`src/rtl/core/lmau_pkg.sv`:
```
`default_nettype none

package lmau_pkg;

	// Register file geometry
	localparam int NUM_REGS = 16;
	localparam int REG_W    = $clog2(NUM_REGS);
	localparam int DATA_W   = 32;

	localparam logic [REG_W-1:0]  PC_INDEX = REG_W'(15);
	localparam logic [DATA_W-1:0] PC_STEP  = DATA_W'(4);

	// Instruction field positions
	localparam int OP_HI   = 22;
	localparam int OP_LO   = 20;
	localparam int RN_HI   = 19;
	localparam int RN_LO   = 16;
	localparam int RDLO_HI = 15;
	localparam int RDLO_LO = 12;
	localparam int RDHI_HI = 11;
	localparam int RDHI_LO = 8;
	localparam int RM_HI   = 3;
	localparam int RM_LO   = 0;

	// Command codes
	typedef enum logic [1:0] {
		CMD_WRITE = 2'd0,
		CMD_READ  = 2'd1,
		CMD_EXEC  = 2'd2,
		CMD_NONE  = 2'd3
	} cmd_t;

	// Long multiply opcodes (instruction bits 22:20)
	localparam logic [2:0] OP_SMULL = 3'b000;
	localparam logic [2:0] OP_UMULL = 3'b010;
	localparam logic [2:0] OP_SMLAL = 3'b100;
	localparam logic [2:0] OP_UMLAL = 3'b110;

endpackage

`default_nettype wire

```
`src/rtl/core/long_multiply_accumulate_unit.sv`:
```
`default_nettype none

// Long multiply-accumulate unit with a sixteen-entry 32-bit register file
// (register 15 is the program counter). One transaction is processed at a
// time: in_stall is low only while the unit is idle. A register write or
// read goes from acceptance to the output load and then back to idle. An
// execute steps through issue of the Rn/Rm read, multiply, accumulate, one
// register-file write each for RdLo, RdHi and the program counter, then the
// output load. The single write port of the register memory is why the three
// writes take separate steps. The result sits in an output register, so a
// stalled result does not hold back acceptance of the next input
// transaction; it only holds that transaction in its final cycle until the
// output register frees. Registers read as zero after reset until written;
// there is no clearing pass.
module long_multiply_accumulate_unit (
	input  logic        clk,
	input  logic        arst_n,
	input  logic        in_valid,
	output logic        in_stall,
	input  logic [1:0]  command,
	input  logic [3:0]  reg_index,
	input  logic [31:0] write_value,
	input  logic [31:0] instruction,
	input  logic        in_it_block,
	input  logic        condition_passed,
	output logic        out_valid,
	input  logic        out_stall,
	output logic [31:0] read_value,
	output logic        result_written,
	output logic        it_advance,
	output logic        unsupported
);

	typedef enum logic [6:0] {
		ST_IDLE = 7'b0000001,
		ST_MUL  = 7'b0000010,
		ST_ACC  = 7'b0000100,
		ST_WLO  = 7'b0001000,
		ST_WHI  = 7'b0010000,
		ST_WPC  = 7'b0100000,
		ST_FIN  = 7'b1000000
	} state_t;

	state_t state_q;

	// Register memory and its per-entry valid bits
	logic [lmau_pkg::DATA_W-1:0]   rf_mem [lmau_pkg::NUM_REGS];
	logic [lmau_pkg::NUM_REGS-1:0] vld_q;
	logic [lmau_pkg::DATA_W-1:0]   rda_q, rdb_q;
	logic                          rda_vld_q, rdb_vld_q;
	logic [lmau_pkg::DATA_W-1:0]   rda, rdb;

	logic                          rd_en;
	logic [lmau_pkg::REG_W-1:0]    rda_addr, rdb_addr;
	logic                          mem_we;
	logic [lmau_pkg::REG_W-1:0]    mem_waddr;
	logic [lmau_pkg::DATA_W-1:0]   mem_wdata;

	// Per-transaction state
	lmau_pkg::cmd_t                cmd_q;
	logic [lmau_pkg::REG_W-1:0]    rdlo_q, rdhi_q;
	logic                          sgn_q, acc_en_q;
	logic                          wr_en_q, adv_q, unsup_q;
	logic [63:0]                   prod_q, sum_q;
	logic [lmau_pkg::DATA_W-1:0]   pc_q;

	// Output register
	logic                          out_valid_q;
	logic [lmau_pkg::DATA_W-1:0]   read_value_q;
	logic                          written_out_q, adv_out_q, unsup_out_q;

	logic                          accept;
	logic [2:0]                    op;
	logic                          op_ok;
	logic                          is_exec;
	logic signed [32:0]            mul_a, mul_b;
	logic signed [65:0]            mul_full;
	logic [lmau_pkg::DATA_W-1:0]   pc_base;
	logic                          out_free;

	assign accept   = in_valid && !in_stall;
	assign in_stall = (state_q != ST_IDLE);
	assign out_free = !out_valid_q || !out_stall;

	// Opcode decode at acceptance
	assign op      = instruction[lmau_pkg::OP_HI:lmau_pkg::OP_LO];
	assign op_ok   = (op == lmau_pkg::OP_SMULL) || (op == lmau_pkg::OP_UMULL) ||
	                 (op == lmau_pkg::OP_SMLAL) || (op == lmau_pkg::OP_UMLAL);
	assign is_exec = (lmau_pkg::cmd_t'(command) == lmau_pkg::CMD_EXEC);

	// Unwritten entries read as zero
	assign rda = rda_vld_q ? rda_q : '0;
	assign rdb = rdb_vld_q ? rdb_q : '0;

	// Read port addressing
	always_comb begin
		rd_en    = 1'b0;
		rda_addr = reg_index;
		rdb_addr = instruction[lmau_pkg::RM_HI:lmau_pkg::RM_LO];
		unique case (state_q)
			ST_IDLE: begin
				rd_en = accept;
				if (is_exec) begin
					rda_addr = instruction[lmau_pkg::RN_HI:lmau_pkg::RN_LO];
				end
			end
			ST_MUL: begin
				rd_en    = 1'b1;
				rda_addr = rdlo_q;
				rdb_addr = rdhi_q;
			end
			ST_ACC: begin
				rd_en    = 1'b1;
				rda_addr = lmau_pkg::PC_INDEX;
				rdb_addr = lmau_pkg::PC_INDEX;
			end
			default: begin
				rd_en = 1'b0;
			end
		endcase
	end

	// Write port: one destination per cycle
	always_comb begin
		mem_we    = 1'b0;
		mem_waddr = reg_index;
		mem_wdata = write_value;
		unique case (state_q)
			ST_IDLE: begin
				mem_we = accept && (lmau_pkg::cmd_t'(command) == lmau_pkg::CMD_WRITE);
			end
			ST_WLO: begin
				mem_we    = wr_en_q;
				mem_waddr = rdlo_q;
				mem_wdata = sum_q[31:0];
			end
			ST_WHI: begin
				mem_we    = wr_en_q;
				mem_waddr = rdhi_q;
				mem_wdata = sum_q[63:32];
			end
			ST_WPC: begin
				mem_we    = 1'b1;
				mem_waddr = lmau_pkg::PC_INDEX;
				mem_wdata = pc_q;
			end
			default: begin
				mem_we = 1'b0;
			end
		endcase
	end

	// Register memory, registered reads
	always_ff @(posedge clk) begin
		if (mem_we) begin
			rf_mem[mem_waddr] <= mem_wdata;
		end
		if (rd_en) begin
			rda_q <= rf_mem[rda_addr];
			rdb_q <= rf_mem[rdb_addr];
		end
	end

	// Valid bits stand in for the reset value of the register file
	always_ff @(posedge clk or negedge arst_n) begin
		if (!arst_n) begin
			vld_q     <= '0;
			rda_vld_q <= 1'b0;
			rdb_vld_q <= 1'b0;
		end else begin
			if (mem_we) begin
				vld_q[mem_waddr] <= 1'b1;
			end
			if (rd_en) begin
				rda_vld_q <= vld_q[rda_addr];
				rdb_vld_q <= vld_q[rdb_addr];
			end
		end
	end

	// Multiplier: 33x33 signed covers both signed and unsigned operands
	assign mul_a    = {sgn_q & rda[31], rda};
	assign mul_b    = {sgn_q & rdb[31], rdb};
	assign mul_full = mul_a * mul_b;

	// Program counter base: a destination write to the PC lands first
	always_comb begin
		pc_base = rda;
		if (wr_en_q && (rdhi_q == lmau_pkg::PC_INDEX)) begin
			pc_base = sum_q[63:32];
		end else if (wr_en_q && (rdlo_q == lmau_pkg::PC_INDEX)) begin
			pc_base = sum_q[31:0];
		end
	end

	// Datapath registers
	always_ff @(posedge clk) begin
		if (accept) begin
			cmd_q    <= lmau_pkg::cmd_t'(command);
			rdlo_q   <= instruction[lmau_pkg::RDLO_HI:lmau_pkg::RDLO_LO];
			rdhi_q   <= instruction[lmau_pkg::RDHI_HI:lmau_pkg::RDHI_LO];
			sgn_q    <= !op[1];
			acc_en_q <= op[2];
			wr_en_q  <= is_exec && op_ok && (!in_it_block || condition_passed);
			adv_q    <= is_exec && op_ok && in_it_block;
			unsup_q  <= is_exec && !op_ok;
		end
		if (state_q == ST_MUL) begin
			prod_q <= mul_full[63:0];
		end
		if (state_q == ST_ACC) begin
			sum_q <= prod_q + (acc_en_q ? {rdb, rda} : 64'd0);
		end
		if (state_q == ST_WLO) begin
			pc_q <= pc_base + lmau_pkg::PC_STEP;
		end
	end

	// Sequencer
	always_ff @(posedge clk or negedge arst_n) begin
		if (!arst_n) begin
			state_q <= ST_IDLE;
		end else begin
			unique case (state_q)
				ST_IDLE: begin
					if (accept) begin
						state_q <= (is_exec && op_ok) ? ST_MUL : ST_FIN;
					end
				end
				ST_MUL:  state_q <= ST_ACC;
				ST_ACC:  state_q <= ST_WLO;
				ST_WLO:  state_q <= ST_WHI;
				ST_WHI:  state_q <= ST_WPC;
				ST_WPC:  state_q <= ST_FIN;
				ST_FIN: begin
					if (out_free) begin
						state_q <= ST_IDLE;
					end
				end
				default: state_q <= ST_IDLE;
			endcase
		end
	end

	// Output register handshake
	always_ff @(posedge clk or negedge arst_n) begin
		if (!arst_n) begin
			out_valid_q <= 1'b0;
		end else if (state_q == ST_FIN && out_free) begin
			out_valid_q <= 1'b1;
		end else if (!out_stall) begin
			out_valid_q <= 1'b0;
		end
	end

	// Output payload
	always_ff @(posedge clk) begin
		if (state_q == ST_FIN && out_free) begin
			read_value_q  <= (cmd_q == lmau_pkg::CMD_READ) ? rda : '0;
			written_out_q <= wr_en_q;
			adv_out_q     <= adv_q;
			unsup_out_q   <= unsup_q;
		end
	end

	assign out_valid      = out_valid_q;
	assign read_value     = read_value_q;
	assign result_written = written_out_q;
	assign it_advance     = adv_out_q;
	assign unsupported    = unsup_out_q;

endmodule

`default_nettype wire

```
`config.mk`:
```
export PLATFORM = sky130hd
export DESIGN_NAME = long_multiply_accumulate_unit
export DESIGN_NICKNAME = d
export VERILOG_FILES = /design/src/rtl/core/lmau_pkg.sv /design/src/rtl/core/long_multiply_accumulate_unit.sv
export SDC_FILE = /design/constraint.sdc
export NUM_CORES = 2
export LEC_CHECK = 0
export BUFFER_PORTS_ARGS = -buffer_cell sky130_fd_sc_hd__buf_2
export CAP_MARGIN = 20
export CORE_MARGIN = 2
export CORE_UTILIZATION = 60
export CTS_CLUSTER_DIAMETER = 60
export DETAILED_ROUTE_END_ITERATION = 10
export PLACE_DENSITY_LB_ADDON = 0.05
export SYNTH_ARGS = -nofsm -noshare
export SYNTH_HDL_FRONTEND = slang
export SYNTH_SLANG_ARGS = --single-unit
```
`constraint.sdc`:
```
create_clock -name clk -period 27 [get_ports clk]
set_clock_uncertainty 0.2 [all_clocks]
set_input_delay 4.05 -clock clk [delete_from_list [all_inputs] [get_ports clk]]
set_output_delay 4.05 -clock clk [all_outputs]
set_load 0.02 [all_outputs]
```
==> run_results.csv <==
group,metric,value,unit
status,status,"complete, no violations",
worst_setup_path,r2r_setup_slack,15310,ps
power_and_ir_drop,pwr-share-comb,65.5,%
worst_setup_path,critPathRequiredTime,27220,ps
worst_setup_path,r2r-start,"rdb_vld_q$_DFFE_PN0P_",
power_and_ir_drop,vdd_ir_drop_max,0.1114,mV
timing,fmax,85.53,MHz
clocking,clockBufferDepth,3,
synthesis,synth.area.mux_share,0.02557,%
floorplanning,die_y,365.2,µm
clocking,clock_latency,700,ps
global_routing,grt_antenna_before_repair,15,
clocking,ctsHoldBuffers,0,
power_and_ir_drop,powerDensity,100.7,nW/µm²
timing,tightest_slew,1363,ps
hold_path,hp-class,"flop to flop",
drt,dr_total_vias,59960,
drt,ant_nets,0,
power_and_ir_drop,internal_power,4.163,mW
synthesis,syn-num-nets,9457,
power_and_ir_drop,p_switching,4.206,mW
worst_setup_path,r2r_end,"prod_q[62]$_DFFE_PN_",
worst_setup_path,crit_buf_inv,6,
power_and_ir_drop,p_clk_share,14.1,%
synthesis,ys_warn_count,0,
drt,first_pass_iters,9,
synthesis,synth-edff-count,786,
synthesis,synth_compound_area_share,10.82,%
placement,gp_congestion,0.9918,
synthesis,syn_area,78300,µm²
layout,syn_to_final_growth,6.152,%
clocking,cts_num_sinks,812,
timing,period_needed,11690,ps
clocking,cts_buffers,84,
layout,regArea,24260,µm²
power_and_ir_drop,swShare,50.26,%
layout,post-route-cell-area,83110,µm²
worst_setup_path,cp_common_cell,"fa_1",
synthesis,ys_ff_latch,812,
power_and_ir_drop,p_leak,34.87,nW
floorplanning,core-area,129500,µm²
layout,fillCellCount,10650,
timing,post-route-period-util,43.30,%
worst_setup_path,worstSetupEndpointType,"flop",
drt,drc,0,
global_routing,grt_overflow,0,
synthesis,synth_simple_gate_area_share,14.98,%
worst_setup_path,crit_cells,27,
clocking,htreeDepth,3,
global_routing,grt_usage,38.09,%
timing,hold_viol,0,
run,cap_violations,0,
worst_setup_path,crit_fanout,26,
synthesis,avgSynthCellArea,9.813,µm²
worst_setup_path,reg2reg_depth,27,
clocking,clockRootBuffer,"clkbuf_16",
floorplanning,start_util,60.47,%
drt,wire_per_inst,25.83,µm
global_routing,grt_max_degree,172,
placement,dpl.hpwl,179400,µm
layout,layout-drive-gt1-share,5.783,%
timing,tns,0,ps
synthesis,syn_inst,7979,
worst_setup_path,cp_slowest_cell,"dfrtp_2",
power_and_ir_drop,p_seq_share,20.4,%
clocking,cts_tree,"done",
worst_setup_path,cp-start-kind,"flop",
synthesis,synthArstFlopShare,3.202,%
worst_setup_path,arrival,11910,ps
placement,io_buffers,99,
floorplanning,io-pin-count,113,
synthesis,synth-seq-area-share,30.98,%
worst_setup_path,worstSetupPathType,"flop to flop",
floorplanning,num_rows,132,
synthesis,synth_fa_ha_area_share,33.20,%
clocking,clkTransAtPathRegs,70,ps
synthesis,synth_xor_xnor_area_share,1.779,%
timing,rsz0062_at_grt,"no",
layout,multiInputGateArea,47860,µm²
global_routing,first_global_vias,60770,
synthesis,synth.distinct_cells,77,
timing,setup_viol,0,
global_routing,grt_pass1_wl,373600,µm
floorplanning,dieWidth,365.2,µm
layout,final_nets,9279,
drt,initialDrtViolationCount,6052,
synthesis,synthFlopType,"edfxtp_1",
worst_setup_path,critPathTopFamily,"adder cells",
clocking,cts_resized,0,
placement,post_dp_cell_area,80270,µm²
worst_setup_path,endpoint,"prod_q[62]$_DFFE_PN_",
timing,slew_headroom,9.107,%
drt,totalWireLength,248400,µm
worst_setup_path,critPathMaxStageDelay,770,ps
drt,routed_via_density,6.234,
timing,drv_slew,0,
worst_setup_path,crit_path_start,"rdb_vld_q$_DFFE_PN0P_",
clocking,post-cts-setup-buffers,0,
floorplanning,dieArea,133400,µm²
synthesis,synth_top_family_by_area,"adder cells",
cells in the final DEF, fill, tap and decap left out, types with 23 or more instances in the layout:
cell type	Yosys	routed
nand2_1	1460	1457
inv_1	1151	1149
fa_1	1126	1126
edfxtp_1	786	786
nor2_1	585	569
a211oi_1	340	340
and2_1	327	326
ha_1	276	276
a21oi_1	276	274
a31oi_1	167	167
buf_4	11	150
a311oi_1	133	133
xnor2_1	111	111
buf_2	62	99
o21ai_0	94	94
and3_1	89	87
clkbuf_16	0	84
a21o_1	70	70
nand3_1	57	57
xor2_1	48	48
nand4_1	34	34
a222oi_1	32	32
nor3_1	29	27
o21bai_1	24	24
dfrtp_1	25	23
Yosys cell counts, drive strengths merged, types with 6 or more instances:
cell	instances	share of area, %
o21ai	96	0.61
clkbuf	415	2.0
o22ai	9	0.072
a222oi	32	0.41
nand4	34	0.27
nor4	10	0.088
o211ai	17	0.16
nand2	1460	7.0
and3	89	0.71
nand3	57	0.36
or2	19	0.15
nor2b	18	0.14
nor3	30	0.20
or3	11	0.088
and2	337	2.7
nor2	586	2.8
ha	276	4.4
a211oi	340	3.3
fa	1126	29
nor3b	6	0.058
xor2	48	0.54
buf	102	0.70
nand2b	20	0.16
a311oi	133	1.5
a21oi	276	1.8
inv	1151	5.5
o21bai	24	0.23
o21a	10	0.096
a221oi	12	0.15
dfrtp	25	0.80
a31oi	167	1.3
edfxtp	786	30
a21o	70	0.67
xnor2	111	1.2
worst min-delay path by stage:
stage                      start                    end  slack, ps  depth (start not counted)
4_1_cts        unsup_q$_DFFE_PP_  unsupported$_DFFE_PP_        230                          0
6_report         adv_q$_DFFE_PP_   it_advance$_DFFE_PP_        230                          0
5_1_grt        unsup_q$_DFFE_PP_  unsupported$_DFFE_PP_        230                          0
2_1_floorplan    adv_q$_DFFE_PP_   it_advance$_DFFE_PP_        200                          0
3_3_place_gp     adv_q$_DFFE_PP_   it_advance$_DFFE_PP_        200                          0
3_5_place_dp   unsup_q$_DFFE_PP_  unsupported$_DFFE_PP_        210                          0
sequential cells by signal, indices dropped and copies added, names as in the netlist, 7 cells and up:
signal,flops
rf_mem,512
prod_q,64
sum_q,64
pc_q,32
rda_q,32
rdb_q,32
read_value,32
vld_q,16
state_q,7
cells by family (layout without fill, tap and decap cells):
family	count (synthesis)	count (layout)
compound gates	1236	1236
simple gates	2698	2698
mux	2	2
xor+xnor	159	159
buf+inv	1670	1559
fa+ha+maj	1402	1402
other cells	0	7
flops	812	812
routing by layer:
layer / global-route usage, % / vias up / routed length [µm]
met5: 0 / - / 25
met4: 20.09 / 4 / 14920
met1: 49.43 / 30410 / 92380
li1: - / 25730 / -
met3: 6.903 / 709 / 24290
met2: 61.45 / 3099 / 116800
final cells by class:
class	count	area share [%]
multi-input combinational	5497	57.58
antenna	7	0.02108
timing repair buffer	253	2.020
clock inverter	55	0.7527
sequential	812	29.19
inverter	1153	5.213
clock buffer	98	2.604
tap	1742	2.622
metrics by stage:
| step | utilization (%) | std cells | setup WS, ps | power [mW] | hold slack, ps |
|---|---|---|---|---|---|
| after detailed placement | 61.99 | 9454 | 15560 | 7.028 | 210.9 |
| after CTS | 64.15 | 9607 | 15500 | 8.301 | 228.1 |
| after global routing | 64.18 | 9615 | 14990 | 8.968 | 234.0 |
| final | 64.19 | 9617 | 15310 | 8.369 | 228.9 |
| after floorplan | - | 7979 | 17610 | 5.289 | 200.3 |
| after global placement | 61.99 | 9454 | 15610 | 7.029 | 202.7 |
power by group through the flow:
stage          Combinational (mW)  Clock [mW]  Sequential [mW]
3_5_place_dp                 5.30           0             1.73
3_3_place_gp                 5.30           0             1.72
6_report                     5.48        1.18             1.71
2_1_floorplan                3.63           0             1.66
5_1_grt                      6.01        1.25             1.71
4_1_cts                      5.41        1.19             1.70
Power figures use the tool's default switching activity.
